<file path="config.mk">
export PLATFORM = sky130hd
export DESIGN_NAME = galvanometer_setup_command_engine_flat
export DESIGN_NICKNAME = d
export VERILOG_FILES = /design/src/rtl/core/gsce_pkg.sv /design/src/rtl/core/gsce_in_if.sv /design/src/rtl/core/gsce_out_if.sv /design/src/rtl/core/gsce_step.sv /design/src/rtl/core/galvanometer_setup_command_engine.sv /design/src/flat_wrapper.sv
export SDC_FILE = /design/constraint.sdc
export NUM_CORES = 1
export LEC_CHECK = 0
export ABC_AREA = 1
export BUFFER_PORTS_ARGS = -buffer_cell sky130_fd_sc_hd__buf_4
export CORE_ASPECT_RATIO = 0.5
export CORE_UTILIZATION = 40
export DETAILED_ROUTE_END_ITERATION = 12
export PLACE_DENSITY = 0.6
export RECOVER_POWER = 25
export SLEW_MARGIN = 20
export SYNTH_ARGS = -nofsm -noshare
export SYNTH_HDL_FRONTEND = slang
export SYNTH_HIERARCHICAL = 1
export SYNTH_SLANG_ARGS = --single-unit
</file>
<file path="constraint.sdc">
create_clock -name i_clk -period 21.8 [get_ports i_clk]
set_input_delay 1.09 -clock i_clk [delete_from_list [all_inputs] [get_ports i_clk]]
set_output_delay 1.09 -clock i_clk [all_outputs]
set_load 0.05 [all_outputs]
</file>
<file path="src/rtl/core/gsce_pkg.sv">
`default_nettype none

package gsce_pkg;

    // angle arithmetic, tenths of degree
    localparam int unsigned FULL_TURN  = 3600;
    localparam int unsigned HALF_TURN  = FULL_TURN / 2;
    localparam int unsigned ANGLE_W    = 12;
    localparam int unsigned STEP_W     = 6;
    localparam int unsigned TICK_W     = 16;
    localparam int unsigned KEY_W      = 5;
    localparam int unsigned CFG_IDX_W  = 3;
    localparam int unsigned CFG_DATA_W = 16;
    localparam int unsigned WIDE_W     = ANGLE_W + 2;

    localparam logic signed [WIDE_W-1:0] TURN_S = WIDE_W'(FULL_TURN);
    localparam logic signed [WIDE_W-1:0] HALF_S = WIDE_W'(HALF_TURN);
    localparam logic [WIDE_W-1:0]        TURN_U = WIDE_W'(FULL_TURN);
    localparam logic [WIDE_W-1:0]        TURN2_U = WIDE_W'(2 * FULL_TURN);
    localparam logic [WIDE_W-1:0]        HALF_U = WIDE_W'(HALF_TURN);

    // reset values of the tunables
    localparam logic [TICK_W-1:0] TIMEOUT_RESET = TICK_W'(500);
    localparam logic [STEP_W-1:0] STEP_LIMIT_RESET = STEP_W'(50);
    localparam logic [STEP_W-1:0] STEP_ONE = STEP_W'(1);

    typedef logic [ANGLE_W-1:0] t_angle;

    // configuration register indexes
    typedef enum logic [CFG_IDX_W-1:0] {
        CFG_ZERO_DIRECT = 3'd0,
        CFG_ZERO_SCALE  = 3'd1,
        CFG_FULL_SCALE  = 3'd2,
        CFG_OFFSET      = 3'd3,
        CFG_TIMEOUT     = 3'd4,
        CFG_STEP_LIMIT  = 3'd5
    } t_cfg_idx;

    // command field of the command byte
    typedef enum logic [2:0] {
        CMD_END      = 3'd0,
        CMD_START    = 3'd2,
        CMD_MEMORIZE = 3'd4,
        CMD_PLUS     = 3'd5,
        CMD_MINUS    = 3'd6
    } t_cmd;

    localparam logic [2:0] TYPE_MOTOR  = 3'd7;
    localparam logic [1:0] PARAM_SCALE = 2'd2;
    localparam logic [1:0] PARAM_FULL  = 2'd3;
    localparam logic       OP_TICK     = 1'b1;

    typedef struct packed {
        logic       opcode;
        logic [7:0] command_byte;
    } t_in_item;

    typedef struct packed {
        logic   status;
        t_angle data_value;
        logic   move_valid;
        t_angle move_angle;
        logic   save_valid;
        logic   setup_mode;
        t_angle zero_direct_out;
        t_angle zero_scale_out;
        t_angle full_scale_out;
        t_angle offset_out;
    } t_out_item;

    typedef struct packed {
        logic [KEY_W-1:0]  session_key;
        t_angle            working_angle;
        logic [STEP_W-1:0] step_size;
        logic [TICK_W-1:0] timeout_count;
        logic              timer_running;
        t_angle            zero_direct;
        t_angle            zero_scale;
        t_angle            full_scale;
        t_angle            angle_offset;
    } t_state;

    typedef struct packed {
        logic [TICK_W-1:0] timeout_ticks;
        logic [STEP_W-1:0] step_limit;
    } t_limits;

    // wrap a non-negative sum below three full turns into one turn
    function automatic t_angle wrap_sum(input logic [WIDE_W-1:0] v);
        logic [WIDE_W-1:0] t;
        if (v >= TURN2_U) begin
            t = v - TURN2_U;
        end else if (v >= TURN_U) begin
            t = v - TURN_U;
        end else begin
            t = v;
        end
        return t[ANGLE_W-1:0];
    endfunction

    // wrap a difference within one full turn either side
    function automatic t_angle wrap_diff(input logic signed [WIDE_W-1:0] v);
        logic signed [WIDE_W-1:0] t;
        if (v < 0) begin
            t = v + TURN_S;
        end else if (v >= TURN_S) begin
            t = v - TURN_S;
        end else begin
            t = v;
        end
        return t[ANGLE_W-1:0];
    endfunction

endpackage

`default_nettype wire

</file>
<file path="src/rtl/core/gsce_in_if.sv">
`default_nettype none

interface gsce_in_if;
    logic                valid;
    logic                ready;
    gsce_pkg::t_in_item  data;

    modport source (output valid, output data, input ready);
    modport sink   (input valid, input data, output ready);
endinterface

`default_nettype wire

</file>
<file path="src/rtl/core/gsce_out_if.sv">
`default_nettype none

interface gsce_out_if;
    logic                valid;
    logic                ready;
    gsce_pkg::t_out_item data;

    modport source (output valid, output data, input ready);
    modport sink   (input valid, input data, output ready);
endinterface

`default_nettype wire

</file>
<file path="src/rtl/core/gsce_step.sv">
`default_nettype none

module gsce_step (
    input  var gsce_pkg::t_in_item  i_item,
    input  var gsce_pkg::t_state    i_cur,
    input  var gsce_pkg::t_limits   i_lim,
    output gsce_pkg::t_state        o_nxt,
    output gsce_pkg::t_out_item     o_res
);

    logic [2:0]                      item_type;
    logic [1:0]                      param;
    gsce_pkg::t_cmd                  cmd;
    logic [gsce_pkg::KEY_W-1:0]      key;
    logic                            key_match;
    logic [gsce_pkg::ANGLE_W:0]      scale_sum;
    gsce_pkg::t_angle                recentre_raw;
    gsce_pkg::t_angle                recentre;
    gsce_pkg::t_angle                offset_new;
    gsce_pkg::t_angle                zero_scale_new;
    gsce_pkg::t_angle                full_scale_new;
    gsce_pkg::t_angle                angle_up;
    gsce_pkg::t_angle                angle_down;
    gsce_pkg::t_angle                start_angle;
    logic [gsce_pkg::TICK_W-1:0]     count_dec;
    logic                            status;
    logic                            move_valid;
    logic                            save_valid;

    // command byte fields
    assign item_type = i_item.command_byte[2:0];
    assign param     = i_item.command_byte[4:3];
    assign cmd       = gsce_pkg::t_cmd'(i_item.command_byte[7:5]);
    assign key       = i_item.command_byte[4:0];
    assign key_match = (i_cur.session_key == key);

    // full scale recentre: midpoint of the scale ends moved to half a turn
    assign scale_sum    = {1'b0, i_cur.working_angle} + {1'b0, i_cur.zero_scale};
    assign recentre_raw = gsce_pkg::wrap_diff(
        $signed({2'b00, scale_sum[gsce_pkg::ANGLE_W:1]}) - gsce_pkg::HALF_S);
    assign recentre = (i_cur.working_angle < i_cur.zero_scale)
        ? gsce_pkg::wrap_sum({2'b00, recentre_raw} + gsce_pkg::HALF_U)
        : recentre_raw;
    assign offset_new = gsce_pkg::wrap_sum({2'b00, i_cur.angle_offset} + {2'b00, recentre});
    assign zero_scale_new = gsce_pkg::wrap_diff(
        $signed({2'b00, i_cur.zero_scale}) - $signed({2'b00, recentre}));
    assign full_scale_new = gsce_pkg::wrap_diff(
        $signed({2'b00, i_cur.working_angle}) - $signed({2'b00, recentre}));

    // stepped angles
    assign angle_up = gsce_pkg::wrap_diff(
        $signed({2'b00, i_cur.working_angle}) + $signed({8'b0, i_cur.step_size}));
    assign angle_down = gsce_pkg::wrap_diff(
        $signed({2'b00, i_cur.working_angle}) - $signed({8'b0, i_cur.step_size}));

    // stored angle picked by a start
    always_comb begin
        case (param)
            gsce_pkg::PARAM_SCALE: start_angle = i_cur.zero_scale;
            gsce_pkg::PARAM_FULL:  start_angle = i_cur.full_scale;
            default:               start_angle = i_cur.zero_direct;
        endcase
    end

    assign count_dec = (i_cur.timeout_count != '0)
        ? i_cur.timeout_count - gsce_pkg::TICK_W'(1) : i_cur.timeout_count;

    // next state and flags
    always_comb begin
        o_nxt      = i_cur;
        status     = 1'b1;
        move_valid = 1'b0;
        save_valid = 1'b0;
        if (i_item.opcode == gsce_pkg::OP_TICK) begin
            if (i_cur.timer_running) begin
                o_nxt.timeout_count = count_dec;
                if (count_dec == '0) begin
                    o_nxt.step_size     = gsce_pkg::STEP_ONE;
                    o_nxt.timer_running = 1'b0;
                end
            end
        end else if (item_type == gsce_pkg::TYPE_MOTOR) begin
            unique case (cmd) inside
                gsce_pkg::CMD_END: begin
                    o_nxt.session_key = '0;
                    status            = 1'b0;
                end
                gsce_pkg::CMD_START: begin
                    o_nxt.working_angle = start_angle;
                    o_nxt.step_size     = gsce_pkg::STEP_ONE;
                    o_nxt.session_key   = key;
                    move_valid          = 1'b1;
                    status              = 1'b0;
                end
                gsce_pkg::CMD_MEMORIZE: begin
                    if (key_match) begin
                        case (param)
                            gsce_pkg::PARAM_SCALE: begin
                                o_nxt.zero_scale = i_cur.working_angle;
                            end
                            gsce_pkg::PARAM_FULL: begin
                                o_nxt.angle_offset  = offset_new;
                                o_nxt.zero_scale    = zero_scale_new;
                                o_nxt.full_scale    = full_scale_new;
                                o_nxt.working_angle = full_scale_new;
                            end
                            default: begin
                                o_nxt.zero_direct = i_cur.working_angle;
                            end
                        endcase
                        save_valid = 1'b1;
                        status     = 1'b0;
                    end
                end
                gsce_pkg::CMD_PLUS, gsce_pkg::CMD_MINUS: begin
                    if (key_match) begin
                        o_nxt.working_angle = (cmd == gsce_pkg::CMD_PLUS) ? angle_up : angle_down;
                        if (i_cur.step_size < i_lim.step_limit) begin
                            o_nxt.step_size = i_cur.step_size + gsce_pkg::STEP_ONE;
                        end
                        o_nxt.timeout_count = i_lim.timeout_ticks;
                        o_nxt.timer_running = 1'b1;
                        move_valid          = 1'b1;
                    end
                end
                default: begin
                    status = 1'b1;
                end
            endcase
        end
    end

    // result beat
    always_comb begin
        o_res.status          = status;
        o_res.data_value      = status ? '0 : o_nxt.working_angle;
        o_res.move_valid      = move_valid;
        o_res.move_angle      = move_valid ? o_nxt.working_angle : '0;
        o_res.save_valid      = save_valid;
        o_res.setup_mode      = (o_nxt.session_key != '0);
        o_res.zero_direct_out = o_nxt.zero_direct;
        o_res.zero_scale_out  = o_nxt.zero_scale;
        o_res.full_scale_out  = o_nxt.full_scale;
        o_res.offset_out      = o_nxt.angle_offset;
    end

endmodule

`default_nettype wire

</file>
<file path="src/rtl/core/galvanometer_setup_command_engine.sv">
`default_nettype none

// Setup command engine for a galvanometer needle: takes command bytes and
// timer ticks and gives exactly one result beat for each, carrying status,
// the working angle, move and save requests and the stored calibration.
// An accepted beat lands in an input register, passes one pass of add,
// compare and wrap logic, and its result is held in an output register;
// one beat is taken every cycle while the output side keeps up.
// Configuration writes load the stored angles and limits directly and are
// meant for idle periods.
module galvanometer_setup_command_engine (
    input  wire                                     i_clk,
    input  wire                                     i_rst_n,
    gsce_in_if.sink                                 i_item,
    gsce_out_if.source                              o_result,
    input  wire                                     i_cfg_we,
    input  wire [gsce_pkg::CFG_IDX_W-1:0]           i_cfg_idx,
    input  wire [gsce_pkg::CFG_DATA_W-1:0]          i_cfg_data
);

    logic                 r_in_valid;
    gsce_pkg::t_in_item   r_in;
    logic                 r_out_valid;
    gsce_pkg::t_out_item  r_out;
    gsce_pkg::t_state     r_state;
    gsce_pkg::t_state     n_state;
    gsce_pkg::t_limits    r_lim;
    gsce_pkg::t_out_item  n_out;
    logic                 advance;
    gsce_pkg::t_angle     cfg_angle;

    // pipeline handshake
    assign advance        = r_in_valid && (!r_out_valid || o_result.ready);
    assign i_item.ready   = !r_in_valid || advance;
    assign o_result.valid = r_out_valid;
    assign o_result.data  = r_out;
    assign cfg_angle      = i_cfg_data[gsce_pkg::ANGLE_W-1:0];

    gsce_step u_step (
        .i_item (r_in),
        .i_cur  (r_state),
        .i_lim  (r_lim),
        .o_nxt  (n_state),
        .o_res  (n_out)
    );

    // input register
    always_ff @(posedge i_clk) begin
        if (!i_rst_n) begin
            r_in_valid <= 1'b0;
        end else if (i_item.ready) begin
            r_in_valid <= i_item.valid;
        end
        if (i_item.valid && i_item.ready) begin
            r_in <= i_item.data;
        end
    end

    // result register
    always_ff @(posedge i_clk) begin
        if (!i_rst_n) begin
            r_out_valid <= 1'b0;
        end else if (advance) begin
            r_out_valid <= 1'b1;
        end else if (o_result.ready) begin
            r_out_valid <= 1'b0;
        end
        if (advance) begin
            r_out <= n_out;
        end
    end

    // engine state and configuration
    always_ff @(posedge i_clk) begin
        if (!i_rst_n) begin
            r_state.session_key   <= '0;
            r_state.working_angle <= '0;
            r_state.step_size     <= gsce_pkg::STEP_ONE;
            r_state.timeout_count <= '0;
            r_state.timer_running <= 1'b0;
            r_state.zero_direct   <= '0;
            r_state.zero_scale    <= '0;
            r_state.full_scale    <= '0;
            r_state.angle_offset  <= '0;
            r_lim.timeout_ticks   <= gsce_pkg::TIMEOUT_RESET;
            r_lim.step_limit      <= gsce_pkg::STEP_LIMIT_RESET;
        end else begin
            if (advance) begin
                r_state <= n_state;
            end
            if (i_cfg_we) begin
                unique case (gsce_pkg::t_cfg_idx'(i_cfg_idx))
                    gsce_pkg::CFG_ZERO_DIRECT: r_state.zero_direct  <= cfg_angle;
                    gsce_pkg::CFG_ZERO_SCALE:  r_state.zero_scale   <= cfg_angle;
                    gsce_pkg::CFG_FULL_SCALE:  r_state.full_scale   <= cfg_angle;
                    gsce_pkg::CFG_OFFSET:      r_state.angle_offset <= cfg_angle;
                    gsce_pkg::CFG_TIMEOUT: begin
                        r_lim.timeout_ticks <= i_cfg_data[gsce_pkg::TICK_W-1:0];
                    end
                    gsce_pkg::CFG_STEP_LIMIT: begin
                        r_lim.step_limit <= i_cfg_data[gsce_pkg::STEP_W-1:0];
                    end
                    default: begin
                        r_lim <= r_lim;
                    end
                endcase
            end
        end
    end

    // timeout expiry always drops the step back to one
    a_expiry_step: assert property (@(posedge i_clk) disable iff (!i_rst_n)
        $fell(r_state.timer_running) |-> r_state.step_size == gsce_pkg::STEP_ONE)
        else $error("timer stopped without step reset");

    // a save request only comes with an accepted memorize
    a_save_status: assert property (@(posedge i_clk) disable iff (!i_rst_n)
        r_out_valid && r_out.save_valid |-> !r_out.status)
        else $error("save request with error status");

    // a move with data reports the same angle twice
    a_move_data: assert property (@(posedge i_clk) disable iff (!i_rst_n)
        r_out_valid && r_out.move_valid && !r_out.status |->
            r_out.move_angle == r_out.data_value)
        else $error("move angle differs from reported angle");

endmodule

`default_nettype wire
</file>
<file path="src/flat_wrapper.sv">
// flat-port wrapper written by rule: the top's interface ports become plain ports
module galvanometer_setup_command_engine_flat 
  (i_clk, i_rst_n, i_cfg_we, i_cfg_idx, i_cfg_data, i_item_valid, i_item_data, i_item_ready, o_result_valid, o_result_data, o_result_ready);
  gsce_in_if i_item_i ();
  gsce_out_if o_result_i ();
  input  wire i_clk;
  input  wire i_rst_n;
  input  wire i_cfg_we;
  input  wire [gsce_pkg::CFG_IDX_W-1:0] i_cfg_idx;
  input  wire [gsce_pkg::CFG_DATA_W-1:0] i_cfg_data;
  input wire logic [$bits(i_item_i.valid)-1:0] i_item_valid;
  input wire logic [$bits(i_item_i.data)-1:0] i_item_data;
  output wire logic [$bits(i_item_i.ready)-1:0] i_item_ready;
  output wire logic [$bits(o_result_i.valid)-1:0] o_result_valid;
  output wire logic [$bits(o_result_i.data)-1:0] o_result_data;
  input wire logic [$bits(o_result_i.ready)-1:0] o_result_ready;
  assign i_item_i.valid = i_item_valid;
  assign i_item_i.data = i_item_data;
  assign i_item_ready = i_item_i.ready;
  assign o_result_valid = o_result_i.valid;
  assign o_result_data = o_result_i.data;
  assign o_result_i.ready = o_result_ready;
  galvanometer_setup_command_engine u_core (.i_clk(i_clk), .i_rst_n(i_rst_n), .i_item(i_item_i), .o_result(o_result_i), .i_cfg_we(i_cfg_we), .i_cfg_idx(i_cfg_idx), .i_cfg_data(i_cfg_data));
endmodule
</file>
After elaboration in Yosys (flattened, before gate mapping) --
Cells that the tools add are included.
Word-level totals: flip-flop bits (word level) 197, input bits 33, output and inout port bits 78, logic and storage cells 163
Cells by class: $add $sub $neg 24, order comparisons 16, equality and inequality tests 17, muxes and demuxes 54, bitwise gates (word level) 2, reduce and logical (&&, ||, !) cells 25
Operators with widths (count):
- two-way mux 12 bit | 23
- two-way mux 48 bit | 5
- two-way mux 88 bit | 1
- >= comparator 13 bit (second input constant) | 6
- less-than comparator 13 x 1 -> 1 bit (second input constant) | 5
- subtractor 12 bit (second input constant) | 5
- adder 12 x 10 -> 12 bit (second input constant) | 4
- one-hot mux 12 bit (2 select lines) | 2
- subtractor 12 x 10 -> 12 bit (second input constant) | 4
- two-way mux 23 bit | 2
- >= comparator 13 x 12 -> 1 bit (second input constant) | 3
- one-hot mux 12 bit (3 select lines) | 1
- two-way mux 35 bit | 1
- two-way mux 17 bit | 2
- adder 12 x 12 -> 13 bit | 2
- subtractor 12 x 12 -> 13 bit | 2
- two-way mux 24 bit | 1
- equality test 3 bit (second input constant) | 6
- zero test 16 bit | 1
- two-way mux 16 bit | 1
- nonzero test 16 bit | 1
- subtractor 16 x 1 -> 16 bit (second input constant) | 1
- adder 12 x 11 -> 13 bit (second input constant) | 1
- adder 12 x 6 -> 13 bit | 1
- other kinds (31) | 57

Longest topological paths before layout --
word-level depth 22, gate-level depth with buffers 60, mapped depth without buffers 59

By module --
Netlist, hierarchy kept.
By module, submodules not included:
- gsce_step | instances 1, cells an instance 1771, area an instance 9366.5 um^2, seq. area each 0.0 um^2
- galvanometer_setup_command_engine | instances 1, cells an instance 766, area an instance 7405.9 um^2, seq. area each 4794.6 um^2

Least setup slack after synthesis --
Ideal clock, no wire load.
path type register -> register, start point register u_core/r_state[72] in the netlist's numbering, end point register u_core.r_out (netlist bit u_core/o_result.data[7]), data pin, setup time 251 ps, arrival 6587 ps, data required time 21549 ps, setup slack 14962 ps, cell stages (with the launch flop) 50, path buffers 1, clock period less this slack 6838 ps, cells stage by stage dfxtp_1 > inv_1 > fa_1 > inv_1 > nand2_2 > nand2_2 > nand2_1 > nand2_1 > nand2_4 > ha_1 > inv_1 > nand2_1 > nand2_1 > inv_2 > ha_1 > nand3_1 > nand2_2 > nor2_4 > [14 not listed] > ha_1 > a21oi_1 > o21ai_0 > a21oi_1 > or2_2 > nand2_1 > a21oi_1 > xor2_1 > inv_1 > nor2_1 > inv_1 > o21ai_2 > inv_1 > o21ai_0 > nand3_1 > o21ai_0 > inv_1 > buf_4
RTL lines:
- from (decl) | line galvanometer_setup_command_engine.sv:25 | gsce_pkg::t_state r_state;
- from (signal assigned) | line galvanometer_setup_command_engine.sv:89 | r_state <= n_state;
- to (signal assigned) | line galvanometer_setup_command_engine.sv:69 | r_out <= n_out;
- to (decl) | line galvanometer_setup_command_engine.sv:24 | gsce_pkg::t_out_item r_out;

==> metrics <==
count of cell types in the netlist=between 50 and 60; Die Area=roughly 43,000 sq um; final critical-path required period=about 8.2 ns; buffer count from post-CTS setup fixing=0; class of the most critical setup path=flop to flop; Initial DRT Pass Iterations=6; nets in the synthesized netlist=2,680; instance count of the mapped netlist=2,537; count of max-cap constraint violations=1; total of hold buffers inserted after clock tree synthesis=0; largest net degree at the start of global routing=99; RSZ-0062 raised after global routing=false; P_int=between 0.0008 and 0.0009 W; maximum clock insertion buffer count=2; Max IR drop VDD=approximately 0.06 mV; period utilization=between 30% and 40%; post-CTS sizing=0; hold path startpoint=u_core/r_lim[15]; most repeated library cell on the critical path=nand2_1; post-synthesis cell area=between 15,000 and 20,000 sq um; leading post-synthesis cells by instance count=nand2_1, nor2_1, inv_1; routed length per placed instance=18.26 um; peak per-stage delay on the critical path=between 0.6 and 0.7 ns; Inserted Clock Buffers=17; DRC errors left=0; sequential share of power=25.4%; area share of the largest cell type after synthesis=between 10% and 20%; slew at the pin with the worst max-slew slack=4.290 ns; antenna fix cells=0; clk sinks=just under 200; CTS tree=done; die width=291.6 um; Worst Reg-to-Reg Cells=48; GRT Util Overall=around a quarter; Crit path arrival time=8.65 ns; Slowest-stage cell, CP=dfxtp_1; H-Tree Depth=4; violated checks=max-capacitance violations, max-slew violations; fin. max-slew vios=98; Critical Path End Type=flop; summed negative setup slack over all endpoints=0 ns; Final Hold Vio Count=0; worst hold path cell count=2; GR Overflow Total=0; via count of the first global-routing pass=15,040; part of the Yosys area used for sequential elements=between 20% and 30%; dominant synthesized flop cell=dfxtp_1; combinational fraction of design power=between 50% and 60%; residual antenna-violating net count after detailed routing=0; most frequent cell after synthesis=nand2_1; layout filler cell count=roughly 4,400; Core Rows=52; tightest slew margin relative to the limit=-186.0%; Worst R2R End=u_core/r_state[11]; power per unit of standard cell area=about 90 nW/um^2; count of pins on the block boundary=111; wire length of the first global-routing pass=just under 90,000 um; data required time at the worst endpoint=roughly 22 ns; clock root cell=clkbuf_16; utilization after layout=44.03%; ranking of synthesized cells by area=edfxtp_1, dfxtp_1, nand2_1, ha_1, nor2_1; fraction of layout cells with a size suffix above 1=around 5.7%; number of enable flip-flop cells after synthesis=85; Critical Path Source Type=flop; reg-to-reg critical path startpoint=u_core/r_state[72]; number of nets at the end of the flow=2,688; routed vias/inst=between 5 and 6; static leakage power=between 8 and 9 nW; via count=approximately 17,000; FF-to-FF setup slack=around 14 ns; class of the worst hold path=flop to flop; detailed-route wire length=roughly 57,000 um; Synthesis Warnings=6; count of input and output buffers=110; worst clock skew on the final layout=approximately 0.020 ns; syn_area_per_cell=6.611 sq um; clock transition at the registers of the reported paths=around 0.080 ns; final number of setup-violating endpoints=0; library cell with the largest summed area after synthesis=edfxtp_1; P&R area growth vs syn=7.251%; top fanout value on the critical path=15; Routability Congestion=around 0.98; highest clock rate=121.2 MHz; switching power of the nets=0.0007999 W; area of the core=about 41,000 sq um; HPWL after detailed placement=between 40,000 and 50,000 um; switching part of the total power=48.36%; Skew-Pair Late Insertion Delay=roughly 0.47 ns; endpoint of the worst hold-timing path=u_core/r_lim[15]; outcome=complete, but fails checks; asr flop ratio synth=0%; total of flip-flops plus latches after synthesis=slightly below 200; clock share of power=between 20% and 30%; initial standard-cell utilization of the core=41.05%; Die Y-Extent=approximately 150 um; number of antenna violations at the first check in global routing=1; 1st-iter DRT viols=1,677
==> worst max path at each step <==
stage	from	end	slack [ns]	cells after the start
floorplan	u_core/r_state[72]	u_core/o_result.data[7]	14.96	49
global placement	u_core/r_state[72]	u_core/r_state[11]	13.94	48
detailed placement	u_core/r_state[72]	u_core/r_state[11]	13.79	48
CTS	u_core/r_state[72]	u_core/r_state[11]	13.77	48
global route	u_core/r_state[72]	u_core/r_state[11]	12.54	47
finish	u_core/r_state[72]	u_core/r_state[11]	13.55	48
==> critical path: cells and delay by family, from the launching register on <==
family	cells	cell delay, ns
AND/OR/NAND/NOR	27	2.96
adder cells (fa/ha/maj)	5	1.51
AO/OA/AOI/OAI	7	1.43
buffers and inverters	7	0.87
XOR/XNOR	2	0.74
flip-flops	1	0.68
==> stage by stage <==
step / setup WS (ns) / cell area (sq um) / std cells / power, W / hold slack (ns)
2_1_floorplan: 14.96 / 16770 / 2537 / 0.001104 / 0.4408
3_3_place_gp: 13.94 / 17650 / 3066 / 0.001317 / 0.4587
3_5_place_dp: 13.79 / 17650 / 3066 / 0.001313 / 0.4641
4_1_cts: 13.77 / 18260 / 3098 / 0.001649 / 0.4837
5_1_grt: 12.54 / 17990 / 3098 / 0.001784 / 0.5278
6_report: 13.55 / 17990 / 3098 / 0.001654 / 0.4868
==> layout make-up <==
type | count | area [sq um] | share of cell area, %
tap | 540 | 675.6 | 3.756
clock inverter | 14 | 171.4 | 0.9529
multi-input combinational | 1895 | 10080 | 56.03
sequential | 197 | 4796 | 26.66
timing repair buffer | 126 | 679.4 | 3.777
clock buffer | 18 | 429.2 | 2.386
inverter | 308 | 1159 | 6.441
==> logic make-up (layout without fill, tap and decap cells) <==
family | after synthesis | in the layout | share of synthesized area (%)
fa+ha+maj | 110 | 110 | 8.474
flops | 197 | 197 | 28.59
compound gates | 490 | 490 | 16.69
xor+xnor | 84 | 84 | 4.386
simple gates | 1211 | 1211 | 30.51
buf+inv | 445 | 466 | 11.35
==> state kept, by name (all words and copies together), names as in the netlist <==
register,cells
u_core/r_state,88
u_core/o_result.data,76
u_core/r_lim,22
u_core/r_in,9
u_core/o_result.valid,1
u_core/r_in_valid,1
==> routing by layer <==
layer | wire length (um) | GRT usage (%)
met1 | 26650 | 37.60
met2 | 24270 | 39.96
met3 | 4357 | 4.584
met4 | 1290 | 7.316
met5 | 0 | 0
==> placed cells by master, fill, tap and decap left out, types with 23 or more instances in the layout <==
cell type / instances
nand2_1: 571
nor2_1: 326
inv_1: 286
o21ai_0: 194
nand3_1: 193
dfxtp_1: 111
a21oi_1: 107
ha_1: 104
edfxtp_1: 85
xor2_1: 75
clkbuf_1: 72
o21ai_1: 53
buf_4: 46
a21boi_0: 40
nand4_1: 38
nor3_1: 34
o211ai_1: 23
==> power by group through the flow <==
stage | registers [W] | clock network (W) | logic (W)
floorplan | 0.000447 | 0 | 0.000657
global placement | 0.000429 | 0 | 0.000889
detailed placement | 0.000429 | 0 | 0.000884
CTS | 0.000420 | 0.000341 | 0.000888
global route | 0.000422 | 0.000353 | 0.00101
finish | 0.000420 | 0.000336 | 0.000898
(Power assumes the default switching activity.)
